## src/rtl/mpba_pkg.sv

```systemverilog
// Shared constants, codes and types for the multi-pool bitmap allocator.
// No dependencies.
package mpba_pkg;

  localparam int NUM_POOLS_DEF     = 4;
  localparam int MAX_INSTANCES_DEF = 64;

  localparam int OPCODE_W    = 2;
  localparam int POOL_W      = 2;
  localparam int INDEX_W     = 6;
  localparam int STATUS_W    = 2;
  localparam int COUNT_W     = 7;
  localparam int ACTIVE_W    = 3;
  localparam int LIMIT_REGS  = 4;
  localparam int CFG_INDEX_W = 3;
  localparam int CFG_DATA_W  = 7;
  localparam int IN_TDATA_W  = 16;
  localparam int OUT_TDATA_W = 24;

  localparam logic [OPCODE_W-1:0] OP_TAKE  = 2'd0;
  localparam logic [OPCODE_W-1:0] OP_GIVE  = 2'd1;
  localparam logic [OPCODE_W-1:0] OP_QUERY = 2'd2;

  localparam logic [STATUS_W-1:0] ST_OK       = 2'd0;
  localparam logic [STATUS_W-1:0] ST_FULL     = 2'd1;
  localparam logic [STATUS_W-1:0] ST_NOT_HELD = 2'd2;
  localparam logic [STATUS_W-1:0] ST_INACTIVE = 2'd3;

  localparam logic [CFG_INDEX_W-1:0] REG_ACTIVE_POOLS = 3'd0;
  localparam logic [CFG_INDEX_W-1:0] REG_POOL_LIMIT_0 = 3'd1;
  localparam logic [CFG_INDEX_W-1:0] REG_POOL_LIMIT_1 = 3'd2;
  localparam logic [CFG_INDEX_W-1:0] REG_POOL_LIMIT_2 = 3'd3;
  localparam logic [CFG_INDEX_W-1:0] REG_POOL_LIMIT_3 = 3'd4;

  localparam logic [ACTIVE_W-1:0] ACTIVE_RESET = 3'd4;

  typedef struct packed {
    logic load;
    logic find;
    logic commit;
  } dp_cmd_t;

endpackage

```

## src/rtl/mpba_ctrl.sv

```systemverilog
// Sequencer for the allocator: accept, search, commit, output valid.
// Depends on mpba_pkg.
module mpba_ctrl (
  input  logic             clk,
  input  logic             rst,
  input  logic             s_axis_tvalid,
  output logic             s_axis_tready,
  output logic             m_axis_tvalid,
  input  logic             m_axis_tready,
  output mpba_pkg::dp_cmd_t cmd
);
  import mpba_pkg::*;

  typedef enum logic [1:0] {S_IDLE, S_FIND, S_COMMIT} state_t;

  state_t state;

  always_comb begin
    s_axis_tready = (state == S_IDLE);
    cmd.load      = (state == S_IDLE) && s_axis_tvalid;
    cmd.find      = (state == S_FIND);
    cmd.commit    = (state == S_COMMIT) && (!m_axis_tvalid || m_axis_tready);
  end

  always_ff @(posedge clk) begin
    if (rst) begin
      state         <= S_IDLE;
      m_axis_tvalid <= 1'b0;
    end else begin
      unique case (state)
        S_IDLE: begin
          if (s_axis_tvalid) state <= S_FIND;
        end
        S_FIND: state <= S_COMMIT;
        S_COMMIT: begin
          if (cmd.commit) state <= S_IDLE;
        end
        default: state <= S_IDLE;
      endcase
      if (cmd.commit) m_axis_tvalid <= 1'b1;
      else if (m_axis_tready) m_axis_tvalid <= 1'b0;
    end
  end

endmodule

```

## src/rtl/mpba_datapath.sv

```systemverilog
// Pool bitmaps, held counts, config registers, lowest-free search and result register.
// Depends on mpba_pkg.
module mpba_datapath #(
  parameter int NUM_POOLS     = mpba_pkg::NUM_POOLS_DEF,
  parameter int MAX_INSTANCES = mpba_pkg::MAX_INSTANCES_DEF
) (
  input  logic                               clk,
  input  logic                               rst,
  input  mpba_pkg::dp_cmd_t                  cmd,
  input  logic                               cfg_we,
  input  logic [mpba_pkg::CFG_INDEX_W-1:0]   cfg_index,
  input  logic [mpba_pkg::CFG_DATA_W-1:0]    cfg_data,
  input  logic [mpba_pkg::OPCODE_W-1:0]      opcode,
  input  logic [mpba_pkg::POOL_W-1:0]        pool,
  input  logic [mpba_pkg::INDEX_W-1:0]       release_index,
  output logic [mpba_pkg::STATUS_W-1:0]      status,
  output logic [mpba_pkg::INDEX_W-1:0]       granted_index,
  output logic                               has_room,
  output logic [mpba_pkg::COUNT_W-1:0]       held_count,
  output logic [mpba_pkg::COUNT_W-1:0]       pool_limit
);
  import mpba_pkg::*;

  localparam int IDX_W  = (MAX_INSTANCES > 1) ? $clog2(MAX_INSTANCES) : 1;
  localparam int PSEL_W = (NUM_POOLS > 1) ? $clog2(NUM_POOLS) : 1;

  logic [ACTIVE_W-1:0]      active_pools;
  logic [COUNT_W-1:0]       pool_limit_reg [LIMIT_REGS];
  logic [MAX_INSTANCES-1:0] occupancy_map [NUM_POOLS];
  logic [COUNT_W-1:0]       held_tally [NUM_POOLS];

  logic [OPCODE_W-1:0] req_opcode;
  logic [POOL_W-1:0]   req_pool;
  logic [INDEX_W-1:0]  req_rel;

  logic                     act_q;
  logic                     found_q;
  logic [IDX_W-1:0]         grant_q;
  logic [MAX_INSTANCES-1:0] mask_q;

  logic [PSEL_W-1:0]        pool_sel;
  logic                     pool_active;
  logic [MAX_INSTANCES-1:0] cur_map;
  logic [COUNT_W-1:0]       cur_tally;
  logic [COUNT_W-1:0]       raw_limit;
  logic [COUNT_W-1:0]       eff_limit;
  logic [MAX_INSTANCES-1:0] mask;
  logic [MAX_INSTANCES-1:0] free_bits;
  logic [IDX_W-1:0]         low_idx;

  logic [MAX_INSTANCES-1:0] map_next;
  logic [COUNT_W-1:0]       tally_next;
  logic [STATUS_W-1:0]      status_next;
  logic [INDEX_W-1:0]       grant_next;
  logic                     upd;
  logic                     rel_ok;

  always_comb begin
    pool_sel    = PSEL_W'(req_pool);
    pool_active = (ACTIVE_W'(req_pool) < active_pools) &&
                  (32'(req_pool) < NUM_POOLS);
    cur_map     = occupancy_map[pool_sel];
    cur_tally   = held_tally[pool_sel];
    raw_limit   = pool_limit_reg[req_pool];
    if (raw_limit == '0 || raw_limit > COUNT_W'(MAX_INSTANCES))
      eff_limit = COUNT_W'(MAX_INSTANCES);
    else
      eff_limit = raw_limit;
    for (int i = 0; i < MAX_INSTANCES; i++) begin
      mask[i] = COUNT_W'(i) < eff_limit;
    end
    free_bits = ~cur_map & mask;
    low_idx   = '0;
    for (int i = MAX_INSTANCES - 1; i >= 0; i--) begin
      if (free_bits[i]) low_idx = IDX_W'(i);
    end
  end

  always_comb begin
    map_next    = cur_map;
    tally_next  = cur_tally;
    status_next = ST_OK;
    grant_next  = '0;
    upd         = 1'b0;
    rel_ok      = (COUNT_W'(req_rel) < COUNT_W'(MAX_INSTANCES)) &&
                  cur_map[req_rel[IDX_W-1:0]];
    if (!act_q) begin
      status_next = ST_INACTIVE;
    end else begin
      unique case (req_opcode)
        OP_TAKE: begin
          if (found_q) begin
            map_next[grant_q] = 1'b1;
            tally_next        = cur_tally + COUNT_W'(1);
            grant_next        = INDEX_W'(grant_q);
            upd               = 1'b1;
          end else begin
            status_next = ST_FULL;
          end
        end
        OP_GIVE: begin
          if (rel_ok) begin
            map_next[req_rel[IDX_W-1:0]] = 1'b0;
            tally_next                   = cur_tally - COUNT_W'(1);
            upd                          = 1'b1;
          end else begin
            status_next = ST_NOT_HELD;
          end
        end
        default: ;  // query, opcode 3 too
      endcase
    end
  end

  always_ff @(posedge clk) begin
    if (cmd.load) begin
      req_opcode <= opcode;
      req_pool   <= pool;
      req_rel    <= release_index;
    end
    if (cmd.find) begin
      act_q   <= pool_active;
      found_q <= |free_bits;
      grant_q <= low_idx;
      mask_q  <= mask;
    end
    if (cmd.commit) begin
      status <= status_next;
      if (act_q) begin
        granted_index <= grant_next;
        has_room      <= |(~map_next & mask_q);
        held_count    <= tally_next;
        pool_limit    <= raw_limit;
      end else begin
        granted_index <= '0;
        has_room      <= 1'b0;
        held_count    <= '0;
        pool_limit    <= '0;
      end
    end
  end

  always_ff @(posedge clk) begin
    if (rst) begin
      active_pools <= ACTIVE_RESET;
      for (int p = 0; p < LIMIT_REGS; p++) pool_limit_reg[p] <= '0;
      for (int p = 0; p < NUM_POOLS; p++) begin
        occupancy_map[p] <= '0;
        held_tally[p]    <= '0;
      end
    end else begin
      if (cfg_we) begin
        unique case (cfg_index)
          REG_ACTIVE_POOLS: active_pools      <= cfg_data[ACTIVE_W-1:0];
          REG_POOL_LIMIT_0: pool_limit_reg[0] <= cfg_data;
          REG_POOL_LIMIT_1: pool_limit_reg[1] <= cfg_data;
          REG_POOL_LIMIT_2: pool_limit_reg[2] <= cfg_data;
          REG_POOL_LIMIT_3: pool_limit_reg[3] <= cfg_data;
          default: ;
        endcase
      end
      if (cmd.commit && upd) begin
        occupancy_map[pool_sel] <= map_next;
        held_tally[pool_sel]    <= tally_next;
      end
    end
  end

endmodule

```

## src/rtl/multi_pool_bitmap_allocator.sv

```systemverilog
// Top level of the multi-pool bitmap allocator: stream ports, config port.
// Depends on mpba_pkg, mpba_ctrl and mpba_datapath.
//
//  channel  | handshake               | payload
//  ---------+-------------------------+----------------------------------------
//  s_axis   | s_axis_tvalid/tready    | request item: opcode, pool, release_index
//  m_axis   | m_axis_tvalid/tready    | result item: status .. pool_limit
//  cfg      | cfg_we (always taken)   | cfg_index, cfg_data
//
// Each item goes through three steps: accept, lowest-free search over the pool's bitmap,
// commit of bitmap, count and result register.
// A result held by a stalled m_axis holds the commit; the next item waits.
// Reset clears all bitmaps and counts at once; no clearing pass.
module multi_pool_bitmap_allocator #(
  parameter int NUM_POOLS     = mpba_pkg::NUM_POOLS_DEF,
  parameter int MAX_INSTANCES = mpba_pkg::MAX_INSTANCES_DEF
) (
  input  logic                               clk,
  input  logic                               rst,
  input  logic                               s_axis_tvalid,
  output logic                               s_axis_tready,
  // opcode[1:0], pool[3:2], release_index[9:4], zero pad
  input  logic [mpba_pkg::IN_TDATA_W-1:0]    s_axis_tdata,
  output logic                               m_axis_tvalid,
  input  logic                               m_axis_tready,
  // status[1:0], granted_index[7:2], has_room[8], held_count[15:9],
  // pool_limit[22:16], zero pad
  output logic [mpba_pkg::OUT_TDATA_W-1:0]   m_axis_tdata,
  input  logic                               cfg_we,
  input  logic [mpba_pkg::CFG_INDEX_W-1:0]   cfg_index,
  input  logic [mpba_pkg::CFG_DATA_W-1:0]    cfg_data
);
  import mpba_pkg::*;

  dp_cmd_t              cmd;
  logic [STATUS_W-1:0]  status;
  logic [INDEX_W-1:0]   granted_index;
  logic                 has_room;
  logic [COUNT_W-1:0]   held_count;
  logic [COUNT_W-1:0]   pool_limit;

  mpba_ctrl u_ctrl (
    .clk           (clk),
    .rst           (rst),
    .s_axis_tvalid (s_axis_tvalid),
    .s_axis_tready (s_axis_tready),
    .m_axis_tvalid (m_axis_tvalid),
    .m_axis_tready (m_axis_tready),
    .cmd           (cmd)
  );

  mpba_datapath #(
    .NUM_POOLS     (NUM_POOLS),
    .MAX_INSTANCES (MAX_INSTANCES)
  ) u_dp (
    .clk           (clk),
    .rst           (rst),
    .cmd           (cmd),
    .cfg_we        (cfg_we),
    .cfg_index     (cfg_index),
    .cfg_data      (cfg_data),
    .opcode        (s_axis_tdata[1:0]),
    .pool          (s_axis_tdata[3:2]),
    .release_index (s_axis_tdata[9:4]),
    .status        (status),
    .granted_index (granted_index),
    .has_room      (has_room),
    .held_count    (held_count),
    .pool_limit    (pool_limit)
  );

  assign m_axis_tdata = {1'b0, pool_limit, held_count, has_room, granted_index, status};

endmodule

```

## config.mk

```make
export PLATFORM = sky130hd
export DESIGN_NAME = multi_pool_bitmap_allocator
export DESIGN_NICKNAME = d
export VERILOG_FILES = /design/src/rtl/mpba_pkg.sv /design/src/rtl/mpba_ctrl.sv /design/src/rtl/mpba_datapath.sv /design/src/rtl/multi_pool_bitmap_allocator.sv
export SDC_FILE = /design/constraint.sdc
export NUM_CORES = 1
export LEC_CHECK = 0
export ABC_AREA = 1
export BUFFER_PORTS_ARGS = -buffer_cell sky130_fd_sc_hd__buf_4
export CAP_MARGIN = 20
export CORE_ASPECT_RATIO = 0.5
export CORE_MARGIN = 3
export CORE_UTILIZATION = 40
export CTS_CLUSTER_SIZE = 14
export DETAILED_ROUTE_END_ITERATION = 16
export GPL_ROUTABILITY_DRIVEN = 1
export GPL_TIMING_DRIVEN = 1
export PLACE_DENSITY_LB_ADDON = 0.12
export SETUP_SLACK_MARGIN = 0.05
export SLEW_MARGIN = 5
export SYNTH_ARGS = -nofsm -noshare
export SYNTH_HDL_FRONTEND = slang
export SYNTH_SLANG_ARGS = --single-unit
```

## constraint.sdc

```tcl
create_clock -name clk -period 24.7 [get_ports clk]
set_input_delay 3.705 -clock clk [delete_from_list [all_inputs] [get_ports clk]]
set_output_delay 3.705 -clock clk [all_outputs]
set_load 0.005 [all_outputs]
```

# ---- Word level (Yosys, flattened, before mapping)
# Memory sizes are Yosys's and may differ from the RTL's. A register that Yosys moved wholly into a read port is not among the register bits.
# Index checks and enable logic that the tools add are counted.
dict set report totals {
  ff_bits 111
  mem_bits_rw 312
  output_inout_bits 26
  elab_cells 264
  memories 3
}
# memory words width read_ports rd_clocked_by_memory_dff wr line_no
set mem_list {}
lappend mem_list {u_dp.occupancy_map 4 64 1 1 4 mpba_datapath.sv:29} ;# logic [MAX_INSTANCES-1:0] occupancy_map [NUM_POOLS];
lappend mem_list {u_dp.held_tally 4 7 1 1 4 mpba_datapath.sv:30} ;# logic [COUNT_W-1:0] held_tally [NUM_POOLS];
lappend mem_list {u_dp.pool_limit_reg 4 7 1 1 4 mpba_datapath.sv:28} ;# logic [COUNT_W-1:0] pool_limit_reg [LIMIT_REGS];
dict set report classes {
  add_sub_neg 2
  n_lt_le_gt_ge 70
  eq_ne 9
  n_mux 124
  bitwise 11
  n_reduce_logical 25
}
# operator n
set op_table {}
lappend op_table {{$mux 64} 4}
lappend op_table {{$lt 6x7->1 const A} 32}
lappend op_table {{$and 64x64->64} 3}
lappend op_table {{$mux 6} 32}
lappend op_table {{$not 64->64} 3}
lappend op_table {{$reduce_or 64->1} 3}
lappend op_table {{$pmux 64 s2} 1}
lappend op_table {{$lt 5x7->1 const A} 16}
lappend op_table {{$mux 5} 16}
lappend op_table {{$or 64x64->64} 1}
lappend op_table {{$mux 7} 9}
lappend op_table {{$lt 4x7->1 const A} 8}
lappend op_table {{$mux 1} 33}
lappend op_table {{$mux 4} 8}
lappend op_table {{$reduce_or 32->1} 1}
lappend op_table {{$lt 3x7->1 const A} 4}
lappend op_table {{$mux 2} 10}
lappend op_table {{$reduce_or 16->1} 1}
lappend op_table {{$lt 1x7->1 const A} 2}
lappend op_table {{$lt 2x7->1 const A} 2}
lappend op_table {{$lt 6x7->1 const B} 2}
lappend op_table {{$pmux 7 s2} 1}
lappend op_table {{$demux 1 s6} 2}
lappend op_table {{$ge 6x1->1 const B} 2}
lappend op_table {{30 further kinds} 45}

# ---- Logic depth before layout (Yosys ltp)
# Gate-level depths: netlist of run 1.
dict set report logic_depth {
  depth_word 68
  ltp_mapped 72
  depth_no_buf 71
}

# ---- Cells and area by module
# Synthesis of run 1 repeated with hierarchy kept, for this count alone.
dict set report hier_totals {
  cells_unflattened 2379
  area_unflattened_um2 21719.6
}
# mod instances cells_per_inst area_each_um2 seq_area_each_um2
set by_module_without_submodules {}
lappend by_module_without_submodules {mpba_datapath 1 2357 21551.9 12622.1}
lappend by_module_without_submodules {mpba_ctrl 1 19 148.9 60.1}
lappend by_module_without_submodules {multi_pool_bitmap_allocator 1 3 18.8 0.0}

# ---- Worst setup path after synthesis of run 1
# Ideal clock, no wire load.
dict set report synth_path {
  path_kind {input port to flip-flop}
  startpoint {input m_axis_tready}
  endpoint {memory u_dp.held_tally[3][0] (enable)}
  setup_time_ns 0.605
  t_arrival_ns 10.357
  t_required_ns 24.095
  path_slack_ns 13.738
  cell_stages 5
  cell_sequence {nor2_1 -> nor2_1 -> o211a_1 -> inv_1 -> o31ai_1}
}
# item line_no
set synth_rtl {}
lappend synth_rtl {{from (decl)} multi_pool_bitmap_allocator.sv:25} ;# input logic m_axis_tready,
lappend synth_rtl {{to (decl)} mpba_datapath.sv:30}

==> metrics.cfg, run 1 <==
[power_and_ir_drop]
internal-power_uw = 1310
powerDensity_nw_per_um2 = 79.3
pwr-share-clk_pct = 36.0
seqPwrFrac_pct = 44.4
combPwrFrac_pct = 19.6
total_leakage_power_uw = 0.00923
power.total_uw = 1890
swShare_pct = 30.8
vdd.ir_drop.worst_v = 0.0000458
power_switching_uw = 583

[synth]
synth_cell_types = 54
synthXorXnorAreaFrac_pct = 0.0409
synthCells = 2338
ys_seq_area_share_pct = 59.2
synth_top_family_by_area = simple AND/OR/NAND/NOR gates
yosys_register_bits = 425
ys_warn_count = 0
async_flop_share_pct = 0
synth_top_flop_cell = edfxtp_1
yosys-mux-area-fraction_pct = 0
synth_compound_area_share_pct = 10.7
synthSimpleGateAreaFrac_pct = 24.3
synth_nets = 2372
synth_fa_ha_area_share_pct = 0.175
avgSynthCellArea_um2 = 9.16
synth_edf_count = 417
syn_area_um2 = 21400

[route]
postRouteAntennaNets = 0
via_per_inst = 5.65
drc = 0
drtIter0Drc = 2413
routed-wl-met2_um = 28500
top_layer = met5
wirelength_um = 71900
dr.pass1.iters = 6
wl_met3_um = 8260
wl_per_cell_um = 23.3
wl_met1_um = 33900
vias = 17500

[timing]
relSlewSlack_pct = 19.6
hold_viol = 0
finalMaxSlewViolations = 0
final-setup-viol-count = 0
whs_ps = 474
rsz0062_at_grt = false
period_needed_ps = 7700
tightest_slew_ps = 1200
final.setup.tns_ps = 0
fmax_mhz = 130
finalCritPeriodShare_pct = 31.2
finalClockSkew_ps = 18.4

[setup_path]
slowest_delay_ps = 860
crit_path_start_kind = register
crit_path_end_kind = register
slowest_stage = buf_4
worstPathArrival_ps = 8010
crit_type = register to register
path_common_cell = nand2_1
worst_ep_required_time_ps = 25000
path_max_fanout = 83

[clock_tree]
cts.reportedPaths.clkPinSlew_ps = 70
cts_tree = done
holdBufCountCts = 0
cts-buffers-inserted = 43
h-tree-depth = 2
clock-sinks = 425
worstSkewPairLatency_ps = 560
ctsResizeCount = 0
root_buffer = clkbuf_16
clk_path_buf_depth = 3
postCtsSetupBuffers = 0

[floorplan]
num_rows = 59
start_util_pct = 40.9
fp.dieArea_um2 = 56500
core_area_um2 = 52400
io_pins = 57
die_w_um = 333
die_h_um = 170

[status]
status = completed

[placement]
placed_cells = 3012
dpl.hpwl_um = 47700
dpl-instance-area_um2 = 22400
io_buffers = 49
gp_congestion = 0.991

[layout]
final_area_um2 = 23800
area_delta_synth_final_pct = 11.3
layout.nets = 2394
fillers = 5066
fin_cells = 3092
largest_reg_flops = 256
drive_above_1_share_pct = 7.90
n_antenna_cell = 0

[run]
maxCapViolations = 0

[global_routing]
antenna_found_initial = 2
grt_overflow = 0
grt_pass1_wl_um = 105000
grt_max_degree = 84
grt_pass1_vias = 15700
grt_usage_pct = 25.0

[worst_hold_path]
min_path_type = register to register

critical path, delay by kind of cell, from the launching register on:
family	cells	cell delay, ps
AND/OR/NAND/NOR	61	4170
flip-flops	1	430
buffers and inverters	4	1890
AO/OA/AOI/OAI	2	750
cell families after synthesis:
| group | count (synthesis) |
|---|---|
| compound gates | 359 |
| xor+xnor | 1 |
| fa+ha+maj | 3 |
| buf+inv | 276 |
| flops | 425 |
| other cells | 2 |
| simple gates | 1272 |
cell usage in the layout, fill, tap and decap left out, types with 3 or more instances in the layout:
| cell | n |
|---|---|
| o221ai_1 | 12 |
| o21bai_1 | 3 |
| buf_4 | 73 |
| clkinv_1 | 17 |
| nand3_2 | 5 |
| buf_2 | 3 |
| a211oi_1 | 8 |
| a21boi_0 | 4 |
| a31oi_1 | 13 |
| o21ai_0 | 102 |
| edfxtp_1 | 417 |
| ha_1 | 3 |
| a21oi_1 | 83 |
| nor3_1 | 45 |
| clkbuf_16 | 45 |
| o31ai_1 | 48 |
| nor2_1 | 416 |
| nor4_1 | 7 |
| inv_1 | 154 |
| clkinv_2 | 4 |
| nand2_1 | 631 |
| nand3_1 | 112 |
| dfxtp_1 | 6 |
| inv_2 | 12 |
| nand2_2 | 9 |
| bufinv_16 | 6 |
| nand2_4 | 12 |
| o22ai_1 | 33 |
| nand4_1 | 23 |
| a32o_1 | 30 |
| clkbuf_1 | 8 |
| a22o_1 | 3 |
worst paths after layout:
| path | startpoint | endpoint | slack, ps | depth (start not counted) |
|---|---|---|---|---|
| setup / recovery | register | u_dp.grant_q[0] | 17000 | 67 |
| hold / removal | u_dp.active_pools[2] | u_dp.active_pools[2] | 470 | 2 |
| setup reg to reg | register | u_dp.grant_q[0] | 17000 | 67 |
| hold reg to reg | u_dp.active_pools[2] | u_dp.active_pools[2] | 470 | 2 |
power by group through the flow:
stage / Sequential [uW] / Clock, uW / Combinational [uW]
2_1_floorplan: 853 / 0 / 230
3_5_place_dp: 856 / 0 / 357
4_1_cts: 840 / 691 / 358
5_1_grt: 843 / 724 / 399
3_3_place_gp: 855 / 0 / 356
6_report: 840 / 681 / 370
routing by layer:
metal | global-route usage (%) | vias up
met3 | 6.95 | 104
met4 | 4.97 | 2
met5 | 0 | -
li1 | - | 8094
met2 | 34.2 | 782
met1 | 39.0 | 8491
cells in the mapped netlist (3+ instances only):
| cell type | instances | area [um2] |
|---|---|---|
| a21oi_1 | 83 | 415 |
| o21bai_1 | 3 | 22.5 |
| dfxtp_1 | 8 | 160 |
| nand2_1 | 636 | 2390 |
| nor3_1 | 45 | 225 |
| nand3_2 | 5 | 50.1 |
| nand2_4 | 7 | 78.8 |
| inv_2 | 13 | 48.8 |
| nor2_1 | 417 | 1570 |
| ha_1 | 3 | 37.5 |
| o22ai_1 | 33 | 206 |
| o221ai_1 | 12 | 105 |
| nor4_1 | 7 | 43.8 |
| buf_6 | 6 | 67.6 |
| o31ai_1 | 49 | 368 |
| nand4_1 | 23 | 144 |
| clkbuf_1 | 52 | 195 |
| a21boi_0 | 4 | 30.0 |
| nand2_2 | 9 | 56.3 |
| inv_1 | 155 | 582 |
| clkinv_1 | 6 | 22.5 |
| buf_2 | 22 | 110 |
| nand3_1 | 113 | 566 |
| a211oi_1 | 8 | 60.1 |
| edfxtp_1 | 417 | 12500 |
| a31oi_1 | 13 | 81.3 |
| o21ai_0 | 102 | 510 |
| a32o_1 | 30 | 300 |
| buf_4 | 20 | 150 |
| a22o_1 | 3 | 26.3 |
through the flow:
| stage | setup WS (ps) | util (%) |
|---|---|---|
| finish | 17000 | 45.5 |
| global route | 16160 | 45.5 |
| CTS | 17140 | 45.4 |
| detailed placement | 16960 | 42.7 |
| global placement | 17020 | 42.7 |
| floorplan | 13740 | - |
area by class of cell:
cell class                      count  area, um2  share of cell area [%]
Inverter                          174        658                    2.76
Clock buffer                       53       1160                    4.85
Multi-Input combinational cell   1637       7620                    32.0
Sequential cell                   425      12700                    53.2
Tap cell                          701        877                    3.68
Clock inverter                     23        259                    1.09
Timing Repair Buffer               79        579                    2.43
(Power assumes the default switching activity.)
==> run 2, diff against run 1 <==
--- a/config.mk
+++ b/config.mk
@@ -5,7 +5,7 @@
 export SDC_FILE = /design/constraint.sdc
 export NUM_CORES = 1
 export LEC_CHECK = 0
-export ABC_AREA = 1
+export ABC_AREA = 0
 export BUFFER_PORTS_ARGS = -buffer_cell sky130_fd_sc_hd__buf_4
 export CAP_MARGIN = 20
 export CORE_ASPECT_RATIO = 0.5
==> constraint.sdc (replaced) <==
create_clock -name clk -period 6.95 [get_ports clk]
set_input_delay 1.0425 -clock clk [delete_from_list [all_inputs] [get_ports clk]]
set_output_delay 1.0425 -clock clk [all_outputs]
set_load 0.005 [all_outputs]
==> run 2 against run 1 <==
Die area up 4.4%. Non-clock buffer count up 44. Area after synthesis up 4.5%. Critical path type unchanged. Critical endpoint is now u_dp.held_tally[1][6]. Wire length up 12%. Maximum frequency up 35%. Sequential share of layout area down 2.4 points. Register-to-register slack worse by 16000 ps. Largest power group unchanged. Sequential power rose to 3.6 times the previous value.
==> metrics.cfg, run 2 <==
[synth]
yosys-top-cells-area = edfxtp_1 (56%), mux4_2 (7.4%), nor2_1 (5.7%)  ; was edfxtp_1 (58%), nand2_1 (11%), nor2_1 (7.3%)
yosysTopAreaCell = edfxtp_1  ; unchanged
syn_area_um2 = 22400  ; was 21400 um2
synth_commonest_cells = edfxtp_1 (417), nor2_1 (338), a21oi_1 (112)  ; was nand2_1 (636), edfxtp_1 (417), nor2_1 (417)
synth_nets = 1932  ; was 2372
synthCells = 1898  ; was 2338
ys_seq_area_share_pct = 56.6  ; was 59.2%
synth_top_flop_cell = edfxtp_1  ; unchanged
synth.most_common_cell = edfxtp_1  ; was nand2_1
yosys_register_bits = 425  ; unchanged
avgSynthCellArea_um2 = 11.8  ; was 9.16 um2
ys_warn_count = 0  ; unchanged
synth_edf_count = 417  ; unchanged
synth_top_area_share_pct = 55.9  ; was 58.5%
synth_cell_types = 91  ; was 54
async_flop_share_pct = 0  ; unchanged

[setup_path]
path_max_fanout = 71  ; was 83
startpoint = u_dp.req_rel[2]
reg2reg_from = u_dp.req_rel[2]
crit_path_end_kind = register  ; unchanged
worst_ep_required_time_ps = 7220  ; was 25000 ps
crit_type = register to register  ; unchanged
crit_path_start_kind = register  ; unchanged
worstPathArrival_ps = 5980  ; was 8010 ps

[route]
wl_per_cell_um = 30.0  ; was 23.3 um
drtIter0Drc = 2858  ; was 2413
wirelength_um = 80600  ; was 71900 um
vias = 17300  ; was 17500
dr.pass1.iters = 7  ; was 6
via_per_inst = 6.43  ; was 5.65
postRouteAntennaNets = 0  ; unchanged
drc = 0  ; unchanged

[layout]
seq_area_um2 = 12700  ; about the same
layout.nets = 1952  ; was 2394
n_antenna_cell = 0  ; unchanged
mostFrequentLayoutCells = edfxtp_1 (417), nor2_1 (338), buf_4 (114)  ; was nand2_1 (631), edfxtp_1 (417), nor2_1 (416)
fillers = 5072  ; was 5066
drive_above_1_share_pct = 19.1  ; was 7.90%
final_area_um2 = 25000  ; was 23800 um2
mostFrequentLayoutCell = edfxtp_1  ; was nand2_1
largest_reg_flops = 256  ; unchanged
area_delta_synth_final_pct = 11.6  ; was 11.3%
multiInputGateArea_um2 = 8970  ; was 7620 um2

[placement]
gp_congestion = 1.05  ; was 0.991
io_buffers = 49  ; unchanged
dpl-instance-area_um2 = 23700  ; was 22400 um2
dpl.hpwl_um = 56500  ; was 47700 um
post-place-ws_ps = 1440  ; was 16960 ps

[timing]
finalClockSkew_ps = 18.7  ; was 18.4 ps
finalCritPeriodShare_pct = 82.2  ; was 31.2%
period_needed_ps = 5720  ; was 7700 ps
hold_viol = 0  ; unchanged
fmax_mhz = 175  ; was 130 MHz
rsz0062_at_grt = false  ; unchanged
fin_ws_ps = 1230  ; was 17000 ps
tightest_slew_ps = 1170  ; was 1200 ps
final-setup-viol-count = 0  ; unchanged
finalMaxSlewViolations = 0  ; unchanged
relSlewSlack_pct = 22.3  ; was 19.6%
final.setup.tns_ps = 0  ; unchanged

[clock_tree]
cts-buffers-inserted = 41  ; was 43
cts.reportedPaths.clkPinSlew_ps = 70  ; about the same
clk_path_buf_depth = 3  ; unchanged
postCtsSetupBuffers = 0  ; unchanged
root_buffer = clkbuf_16  ; unchanged
worstSkewPairLatency_ps = 560  ; about the same
h-tree-depth = 2  ; unchanged
holdBufCountCts = 0  ; unchanged
cts_tree = done  ; unchanged
clock-sinks = 425  ; unchanged
ctsResizeCount = 0  ; unchanged

[global_routing]
grt_usage_pct = 26.8  ; was 25.0%
antenna_found_initial = 3  ; was 2
grt_max_degree = 72  ; was 84
grt_pass1_wl_um = 116000  ; was 105000 um
grt_pass1_vias = 16300  ; was 15700
grt_overflow = 0  ; unchanged

[power_and_ir_drop]
powerDensity_nw_per_um2 = 262  ; was 79.3 nW/um2
vdd.ir_drop.worst_v = 0.000169  ; was 0.0000458 V
total_leakage_power_uw = 0.00852  ; was 0.00923 uW

[floorplan]
fp.dieArea_um2 = 59000  ; was 56500 um2
num_rows = 60  ; was 59
die_h_um = 173  ; was 170 um
die_w_um = 341  ; was 333 um
core_area_um2 = 54500  ; was 52400 um2
start_util_pct = 41.1  ; was 40.9%
io_pins = 57  ; unchanged

[worst_hold_path]
min_path_type = register to register  ; unchanged
hp-start = u_dp.active_pools[2]  ; unchanged

[run]
maxCapViolations = 0  ; unchanged

[status]
status = completed  ; unchanged

## run 2: power breakdown
group          switching, uW  total (uW)  internal [uW]
Sequential              75.0        3020           2940
Clock                    988        2220           1230
Combinational            897        1320            419
Total                   1960        6550           4590
## run 2: path summary, 6_finish.rpt
| kind | slack (ps) | endpoint | cells past startpoint |
|---|---|---|---|
| hold reg to reg | 480 | u_dp.active_pools[2] | 2 |
| setup / recovery | 1230 | u_dp.held_tally[1][6] | 11 |
| hold / removal | 480 | u_dp.active_pools[2] | 2 |
| setup reg to reg | 1230 | u_dp.held_tally[1][6] | 11 |
## run 2: worst max-delay path, stage by stage, from the launching register on
cell,delay (ps)
edfxtp_1,840
and3b_1,810
buf_4,350
a22oi_1,190
o211ai_1,120
o21a_1,230
or4b_2,880
nor2_2,360
a211o_2,410
or3b_4,220
buf_4,800
nor2_1,110
## run 2: final cells by class
type / count / share of cell area [%]
clock inverter: 20 / 0.791
clock buffer: 49 / 4.23
sequential: 425 / 50.8
timing repair buffer: 123 / 4.03
multi-input combinational: 1292 / 35.9
tap: 744 / 3.73
inverter: 35 / 0.526
## run 2: per-layer routing
layer	up-vias	GRT usage, %	wire length [um]
met5	-	0	28
met1	8720	41.2	35800
met2	1043	36.1	32100
met4	4	8.45	2850
li1	7339	-	-
met3	185	7.51	9850
## run 2: through the flow
step           hold WS [ps]  utilization [%]  std cells  power, uW
2_1_floorplan           433                -       1898       3850
3_3_place_gp            460             43.5       2617       4330
3_5_place_dp            461             43.5       2617       4330
4_1_cts                 482             45.8       2686       6540
5_1_grt                 540             45.8       2688       6760
6_report                478             45.8       2688       6550
## run 2: logic make-up (layout without fill, tap and decap cells)
group,count (synthesis),in the layout,synth area share [%]
other,2,2,0.0335
buffers and inverters,181,227,3.86
DFF,425,425,56.6
and+or+nand+nor,702,702,15.1
AOI/OAI and AO/OA,466,466,14.7
adders and majority gates,3,3,0.168
xor gates and xnor gates,8,8,0.313
muxes,111,111,9.20
